$ cat config.mk
export PLATFORM = sky130hd
export DESIGN_NAME = seven_segment_signed_encoder
export DESIGN_NICKNAME = d
export VERILOG_FILES = /design/src/sseg_pkg.sv /design/src/seven_segment_signed_encoder.sv /design/src/sseg_digits.sv /design/src/sseg_encode.sv
export VERILOG_INCLUDE_DIRS = /design/src /design/src/src
export SDC_FILE = /design/constraint.sdc
export NUM_CORES = 1
export LEC_CHECK = 0
export BUFFER_PORTS_ARGS = -buffer_cell sky130_fd_sc_hd__buf_2
export CAP_MARGIN = 20
export CORE_ASPECT_RATIO = 1.1
export CORE_MARGIN = 4
export CORE_UTILIZATION = 35
export CTS_BUF_LIST = sky130_fd_sc_hd__clkbuf_16
export CTS_CLUSTER_DIAMETER = 120
export DETAILED_ROUTE_END_ITERATION = 10
export HOLD_SLACK_MARGIN = 0.05
export PLACE_DENSITY_LB_ADDON = 0.12
export SLEW_MARGIN = 0
export SYNTH_ARGS = -nofsm -noshare
export SYNTH_HDL_FRONTEND = slang
export SYNTH_HIERARCHICAL = 1
export SYNTH_SLANG_ARGS = --single-unit
$ cat constraint.sdc
create_clock -name clock -period 27.6 [get_ports clock]
set_input_delay 5.52 -clock clock [delete_from_list [all_inputs] [get_ports clock]]
set_output_delay 5.52 -clock clock [all_outputs]
set_load 0.01 [all_outputs]
$ cat src/assert_macros.svh
// Assertion macros used by the seven_segment_signed_encoder RTL.
`ifndef ASSERT_MACROS_SVH
`define ASSERT_MACROS_SVH

// Same-cycle implication, checked out of reset.
`define ASSERT_IMPL(label, clk, rst, ante, cons) \
   label: assert property (@(posedge clk) disable iff (rst) (ante) |-> (cons)) \
      else $error("assertion failed: same-cycle implication");

// Next-cycle implication, checked out of reset.
`define ASSERT_NEXT(label, clk, rst, ante, cons) \
   label: assert property (@(posedge clk) disable iff (rst) (ante) |=> (cons)) \
      else $error("assertion failed: next-cycle implication");

`endif

$ cat src/sseg_pkg.sv
`timescale 1ns / 1ps
// ----------------------------------------------------------------------------
// sseg_pkg
// Types, constants and the digit pattern table of the seven-segment encoder.
// ----------------------------------------------------------------------------
package sseg_pkg;

   localparam int ValueWidth = 16;
   localparam int MagWidth   = 14;
   localparam int DigitWidth = 4;
   localparam int SegWidth   = 7;

   localparam logic [MagWidth-1:0] MAG_LIMIT     = 14'd9999;
   localparam logic [SegWidth-1:0] MINUS_PATTERN = 7'h40;

   typedef logic [DigitWidth-1:0] digit_type;
   typedef logic [SegWidth-1:0]   seg_type;

   typedef struct packed {
      logic      negative;
      logic      clamped;
      digit_type thousands;
      digit_type hundreds;
      digit_type tens;
      digit_type units;
   } digits_type;

   typedef struct packed {
      seg_type left;
      seg_type hundreds;
      seg_type tens;
      seg_type units;
      logic    clamped;
   } segs_type;

   // gfedcba, active high
   function automatic seg_type digit_pattern(input digit_type d);
      seg_type p;
      case (d)
         4'd0:    p = 7'h3F;
         4'd1:    p = 7'h06;
         4'd2:    p = 7'h5B;
         4'd3:    p = 7'h4F;
         4'd4:    p = 7'h66;
         4'd5:    p = 7'h6D;
         4'd6:    p = 7'h7D;
         4'd7:    p = 7'h07;
         4'd8:    p = 7'h7F;
         4'd9:    p = 7'h6F;
         default: p = 7'h3F;
      endcase
      return p;
   endfunction

endpackage

$ cat src/seven_segment_signed_encoder.sv
`timescale 1ns / 1ps
// ----------------------------------------------------------------------------
// seven_segment_signed_encoder
// Signed 16-bit value to four seven-segment digit patterns.
// ----------------------------------------------------------------------------
// Usage:
//   Send one signed value per request on the req_ stream. Each request
//   yields exactly one response on the rsp_ stream holding four segment
//   patterns (gfedcba, active high) and a clamp flag. Magnitudes above 9999
//   are clamped to 9999; a negative value shows a minus sign in the leftmost
//   position in place of the thousands digit.
//   Path: an accepted request enters the input register, then the result
//   register, with the digit split and pattern lookup between them.
//   Throughput: one request per cycle while rsp_tready stays high; the
//   single-pass encode logic between the two registers sets this figure.
//   Stall: when rsp_tready is low the result register holds, and the input
//   register still takes one more request; req_tready drops only when both
//   registers are full.
//   Reset: synchronous, active high; clears both valid flags, so the block
//   comes up empty and ready.
// ----------------------------------------------------------------------------
`include "assert_macros.svh"

module seven_segment_signed_encoder (
   input  logic        clock,
   input  logic        reset,
   input  logic        req_tvalid,
   output logic        req_tready,
   input  logic [15:0] req_tdata,   // [15:0] value
   output logic        rsp_tvalid,
   input  logic        rsp_tready,
   output logic [31:0] rsp_tdata    // [6:0] seg_left, [13:7] seg_hundreds,
                                    // [20:14] seg_tens, [27:21] seg_units,
                                    // [28] clamped, [31:29] zero
);
   import sseg_pkg::*;

   logic                  stage_valid_ff;
   logic                  stage_valid_in;
   logic [ValueWidth-1:0] stage_value_ff;
   logic                  stage_ready;
   logic                  rsp_valid_ff;
   logic                  rsp_valid_in;
   logic [31:0]           rsp_data_ff;
   logic                  out_ready;
   digits_type            digits;
   segs_type              segs;

   // Result register is free when empty or being drained this cycle
   assign out_ready   = !rsp_valid_ff || rsp_tready;
   // Input register advances when it is empty or its request moves on
   assign stage_ready = !stage_valid_ff || out_ready;
   assign req_tready  = stage_ready;

   assign stage_valid_in = stage_ready ? req_tvalid : stage_valid_ff;
   assign rsp_valid_in   = out_ready ? stage_valid_ff : rsp_valid_ff;

   always_ff @(posedge clock) begin
      if (reset) begin
         stage_valid_ff <= 1'b0;
         rsp_valid_ff   <= 1'b0;
      end else begin
         stage_valid_ff <= stage_valid_in;
         rsp_valid_ff   <= rsp_valid_in;
      end
   end

   // Capture the request value
   always_ff @(posedge clock) begin
      if (stage_ready && req_tvalid) begin
         stage_value_ff <= req_tdata;
      end
   end

   sseg_digits u_digits (
      .value  (stage_value_ff),
      .digits (digits)
   );

   sseg_encode u_encode (
      .digits (digits),
      .segs   (segs)
   );

   // Load the result register; hold it while the receiver stalls
   always_ff @(posedge clock) begin
      if (out_ready && stage_valid_ff) begin
         rsp_data_ff <= {3'b000, segs.clamped, segs.units, segs.tens,
                         segs.hundreds, segs.left};
      end
   end

   assign rsp_tvalid = rsp_valid_ff;
   assign rsp_tdata  = rsp_data_ff;

   `ASSERT_NEXT(a_accept_fills_stage, clock, reset, req_tvalid && req_tready, stage_valid_ff)
   `ASSERT_NEXT(a_stage_holds, clock, reset, stage_valid_ff && !stage_ready, stage_valid_ff && $stable(stage_value_ff))
   `ASSERT_NEXT(a_minus_shown, clock, reset, stage_valid_ff && out_ready && stage_value_ff[ValueWidth-1], rsp_tvalid && (rsp_tdata[6:0] == MINUS_PATTERN))
   `ASSERT_IMPL(a_pad_zero, clock, reset, rsp_tvalid, rsp_tdata[31:29] == 3'b000)

endmodule

$ cat src/sseg_digits.sv
`timescale 1ns / 1ps
// ----------------------------------------------------------------------------
// sseg_digits
// Magnitude, clamp to 9999 and split into four decimal digits.
// ----------------------------------------------------------------------------
module sseg_digits (
   input  logic [sseg_pkg::ValueWidth-1:0] value,
   output sseg_pkg::digits_type            digits
);
   import sseg_pkg::*;

   logic                  negative;
   logic [ValueWidth-1:0] mag_full;
   logic                  over;
   logic [MagWidth-1:0]   mag;
   logic [29:0]           prod10;
   logic [29:0]           prod100;
   logic [29:0]           prod1000;
   logic [9:0]            q10;
   logic [6:0]            q100;
   logic [3:0]            q1000;
   logic [MagWidth-1:0]   r_units;
   logic [9:0]            r_tens;
   logic [6:0]            r_hundreds;

   assign negative = value[ValueWidth-1];
   // -32768 wraps to 0x8000, which reads correctly as an unsigned magnitude
   assign mag_full = negative ? (~value + 16'd1) : value;
   assign over     = mag_full > {2'b00, MAG_LIMIT};
   assign mag      = over ? MAG_LIMIT : mag_full[MagWidth-1:0];

   // Reciprocal multiplies, exact for magnitudes up to 9999
   assign prod10   = {16'd0, mag} * 30'd52429;
   assign prod100  = {16'd0, mag} * 30'd5243;
   assign prod1000 = {16'd0, mag} * 30'd8389;
   assign q10      = prod10[28:19];
   assign q100     = prod100[25:19];
   assign q1000    = prod1000[26:23];

   // Remainders by shift-add times ten
   assign r_units    = mag - ({q10, 3'b000} + {3'b000, q10, 1'b0});
   assign r_tens     = q10 - ({q100, 3'b000} + {2'b00, q100, 1'b0});
   assign r_hundreds = q100 - ({q1000, 3'b000} + {2'b00, q1000, 1'b0});

   assign digits.negative  = negative;
   assign digits.clamped   = over;
   assign digits.thousands = q1000;
   assign digits.hundreds  = r_hundreds[DigitWidth-1:0];
   assign digits.tens      = r_tens[DigitWidth-1:0];
   assign digits.units     = r_units[DigitWidth-1:0];

endmodule

$ cat src/sseg_encode.sv
`timescale 1ns / 1ps
// ----------------------------------------------------------------------------
// sseg_encode
// Map four decimal digits to segment patterns, minus sign on the left.
// ----------------------------------------------------------------------------
module sseg_encode (
   input  sseg_pkg::digits_type digits,
   output sseg_pkg::segs_type   segs
);
   import sseg_pkg::*;

   assign segs.left     = digits.negative ? MINUS_PATTERN
                                          : digit_pattern(digits.thousands);
   assign segs.hundreds = digit_pattern(digits.hundreds);
   assign segs.tens     = digit_pattern(digits.tens);
   assign segs.units    = digit_pattern(digits.units);
   assign segs.clamped  = digits.clamped;

endmodule

## Yosys cells after proc, flatten, opt, wreduce, memory -nomap -nowiden

Memory sizes are Yosys's and may differ from the RTL's. A register that Yosys moved wholly into a read port is not among the register bits.
Index checks and enable logic that the tools add are counted.

- $add $sub $neg: 7
- $mul: 3
- Order comparisons: 1
- Multiplexer cells: 2
- Bitwise gates (word level): 1
- Reductions and logical operators: 6

Operators with widths:

| operator | count |
|---|---|
| $mul 14x14->27 const B | 1 |
| $mul 14x13->23 const B | 1 |
| $mul 14x16->23 const B | 1 |
| $add 16x1->16 const B | 1 |
| $gt 16x14->1 const B | 1 |
| $mux 16 | 1 |
| $not 16->16 | 1 |
| $mux 14 | 1 |
| $add 4x4->4 | 3 |
| $sub 4x4->4 | 3 |
| $logic_and 1x1->1 | 2 |
| $logic_not 1->1 | 2 |
| $logic_or 1x1->1 | 2 |

- Bits in registers: 40
- Memory bits (read-only): 448
- Input bits: 20
- Output and inout port bits: 34
- Memories: 4

Memories:

| memory | depth | width | read ports | clocked after Yosys merged registers in | write ports | line | RTL |
|---|---|---|---|---|---|---|---|
| (name not given) | 16 | 7 | 1 | 1 | 0 | sseg_pkg.sv:39 | `case (d)` |
| (name not given) | 16 | 7 | 1 | 1 | 0 | sseg_pkg.sv:39 |  |
| (name not given) | 16 | 7 | 1 | 1 | 0 | sseg_pkg.sv:39 |  |
| (name not given) | 16 | 7 | 1 | 1 | 0 | sseg_pkg.sv:39 |  |

## Logic depth before layout (Yosys ltp)

- Depth after elaboration: 8
- Depth in mapped cells: 41

## Hierarchy

The synthesis kept the hierarchy.

By module, submodules not included:

| module | instances | cells each | area an instance (µm²) | seq. area each (µm²) |
|---|---|---|---|---|
| sseg_digits | 1 | 915 | 8275.4 | 0.0 |
| seven_segment_signed_encoder | 1 | 59 | 1481.4 | 1391.3 |
| sseg_encode | 1 | 104 | 730.7 | 0.0 |

## Least setup slack after synthesis

OpenSTA, ideal clock, no wires.

- Path type: in2out
- From: in rsp_tready
- To: out req_tready
- Data arrival time: 5.679 ns
- Required time: 22.080 ns
- Path slack: 16.401 ns
- Stages: 1
- Cells stage by stage: nand3b_4

- Cells in the longest elaborated chain, start to end: 2

Ends and longest elaborated chain:

| item | line | RTL |
|---|---|---|
| start, declared | seven_segment_signed_encoder.sv:31 | `input logic rsp_tready,` |
| $logic_or 1x1->1 | seven_segment_signed_encoder.sv:50 | `assign out_ready = !rsp_valid_ff \|\| rsp_tready;` |
| $logic_or 1x1->1 | seven_segment_signed_encoder.sv:52 | `assign stage_ready = !stage_valid_ff \|\| out_ready;` |
| end, declared | seven_segment_signed_encoder.sv:28 | `output logic req_tready,` |

Every way passes these cells.

## Worst setup path in the final report

Same ends and word-level chain as after synthesis.

==> results summary <==
The total setup violations reported at the end of the flow came out at 0. The fraction of post-synthesis cell area in the top cell type by area is 0.295. The total die area came out at 32800 sq um.

The slowest stage of the critical path belongs to the cell sky130_fd_sc_hd__nand3b_4. The initial antenna violation count came out at 0. The area of the core is 29600 sq um. The transition time at the pin with the least slew margin is 0.987 ns. In this design, the stage delay of the slowest critical-path cell is 0.16 ns. The flow ran to the end, and the final reports show no timing, DRC or antenna violations. Setup slack on the critical path of the routed design comes to 16.15 ns. The mean cell area of the mapped netlist is 9.73 sq um. Traced cell by cell, the critical path runs through buf_2 -> nand3b_4 -> buf_2.

The setup path with the least slack is of type in2out. The share of the Yosys chip area taken by registers is 0.133. The worst setup path is launched from an input port.

The post-detailed-placement cell area came out at 11100 sq um. The total standard cell area after synthesis came out at 10500 sq um. Clock skew on the completed layout was measured at 0.00639 ns. The clock input transition at the sequential cells of the worst setup and hold paths is 0.07 ns. Detailed placement ended at an HPWL of 22900 um.

In the routed layout, each cell is associated on average with a via count of 4.72. The clock reaches the later pin of the worst-skew pair after 0.29 ns. For this design the top-level I/O count stands at 54. Post-CTS repair changed the size of 0 cells. The number of pins with negative max-slew slack in the final report is 0.

The post-detailed-route wirelength per cell came out at 17.0 um. The synthesized design contains 45 enable-type register cells. The total CTS buffers came out at 5.

The first-pass GRT wire length is 41400 um. The commonest cells after synthesis are sky130_fd_sc_hd__inv_1, sky130_fd_sc_hd__ha_1, sky130_fd_sc_hd__fa_1. Across every metal layer, demand over resource in global routing totals 0.161.

Ranked by total cell area, the synthesized netlist is headed by sky130_fd_sc_hd__ha_1, sky130_fd_sc_hd__fa_1, sky130_fd_sc_hd__edfxtp_1. The die boundary height is 190 um. In the final design database the tool counted 1512 nets. The pre-CTS setup slack is 16.15 ns. The setup fix buffers added after clock tree synthesis came out at 0. The worst setup path is captured at an output port. The final critical delay including setup and external delays is 11.45 ns. For this run, the leading register cell type out of synthesis is sky130_fd_sc_hd__edfxtp_1.

The area growth from synthesis to layout came out at 7.87%. The count of max-cap constraint violations is 0. The proportion of register bits with asynchronous set or reset after synthesis came out at 0. The tree is rooted in a sky130_fd_sc_hd__clkbuf_16. Entering global routing, the biggest net connects 30 pins. The total via count in the routed design is 7089. The worst hold path belongs to the class reg2reg. The share of final-layout standard cells stronger than drive strength 1 is 0.0799. The cell occurring most often along the worst timing path is sky130_fd_sc_hd__buf_2.

The number of routed nets with antenna violations is 0. Among all cell types in the netlist, the one instantiated most often is sky130_fd_sc_hd__inv_1. The highest fanout seen on the critical path is 3. The number of instances in the synthesized netlist came out at 1078. The total number of clock tree sinks came out at 47.

The clock passes through at most 2 buffers. The synthesis-stage register bit count is 47. The iteration-0 DRC count of the detailed router came out at 316. The starting density of the core came out at 0.355. The total of hold buffers inserted after clock tree synthesis is 0. The number of distinct standard cells referenced by the synthesized netlist is 78. The count of input and output buffers is 50.

The data required time at the worst endpoint came out at 22.08 ns. The number of levels the H-tree was split into came out at 2. Row generation in the floorplan step produced 66 rows. The final hold slack is 0.492 ns. The routed design has 25500 um of wire. TritonCTS built the clock tree. The final instance area is 11300 sq um. Based on the critical path, the design can be clocked at up to 0.0874 GHz. Summed over all instances, the cell type with the most area after synthesis is sky130_fd_sc_hd__ha_1. The hold violation total from the final report came out at 0. Setup repair after global routing left no endpoint under its margin. The die outline width is 173 um. The weighted congestion reported at the end of routability-driven placement came out at 0.890. The detailed-routing iteration count for the pre-antenna-repair pass came out at 5. The overflow left after global routing came out at 0. The setup total negative slack came out at 0 ns.

At the worst endpoint, the arrival time is 5.93 ns. The portion of the clock cycle consumed by the worst path in the final layout is 0.415. The total inserted antenna cells is 0.

The total of warnings raised by yosys is 6. The via count of the first global-routing pass is 7554. The number of design rule violations left after detail routing came out at 0.

The relative slew slack came out at 0.336.
-- critical path: cells and delay by family --
kind / cells / cell delay [ns]
AND/OR/NAND/NOR: 1 / 0.16
buffers and inverters: 2 / 0.25
-- worst paths after layout --
kind | startpoint | to | slack, ns | cells past startpoint
max | rsp_tready | req_tready | 16.15 | 3
max reg2reg | stage_value_ff[5] | rsp_tdata[13] | 16.98 | 37
min | stage_valid_ff | rsp_tvalid | 0.49 | 2
min reg2reg | stage_valid_ff | rsp_tvalid | 0.49 | 2
-- cells by family after synthesis --
family,share of synthesized area
multiplexers,0.00394
buffers and inverters,0.115
other,0.00107
XOR/XNOR,0.0601
AO/OA/AOI/OAI,0.0866
adder cells (fa/ha/maj),0.523
flip-flops,0.133
AND/OR/NAND/NOR,0.0777
-- per-layer routing --
layer	part of all wire	up-vias	wire length, um	GRT usage
met5	0	-	0	0
met4	0.013	0	339	0.0206
met3	0.023	18	580	0.0197
li1	-	3563	-	-
met1	0.47	3450	11900	0.215
met2	0.50	58	12700	0.288
-- layout by cell type (no fill, tap or decap), drive strengths merged, types with 21 or more instances in the layout --
master,instances
a21oi,26
buf,54
edfxtp,45
fa,119
ha,247
inv,293
nand2,47
nor2,33
o21ai,21
xnor2,49
-- stage by stage --
stage | instances | utilization
finish | 1501 | 0.383
global route | 1501 | 0.383
CTS | 1501 | 0.383
detailed placement | 1493 | 0.377
global placement | 1493 | 0.377
floorplan | 1081 | -
-- sequential cells by signal, indices dropped and copies added, names as in the netlist --
register,count
stage_value_ff,16
rsp_tvalid,1
rsp_tdata,29
stage_valid_ff,1
-- layout make-up --
| cell class | instances | area (sq um) |
|---|---|---|
| clock inverter | 3 | 46.3 |
| tap | 374 | 468 |
| clock buffer | 5 | 125 |
| multi-input combinational | 725 | 7900 |
| fill | 3068 | 18300 |
| inverter | 293 | 1100 |
| sequential | 47 | 1390 |
| timing repair buffer | 54 | 280 |
Power is left out: the tool's default activity adds up to more than one toggle a clock period on the data nets, which glitch-free logic cannot reach.
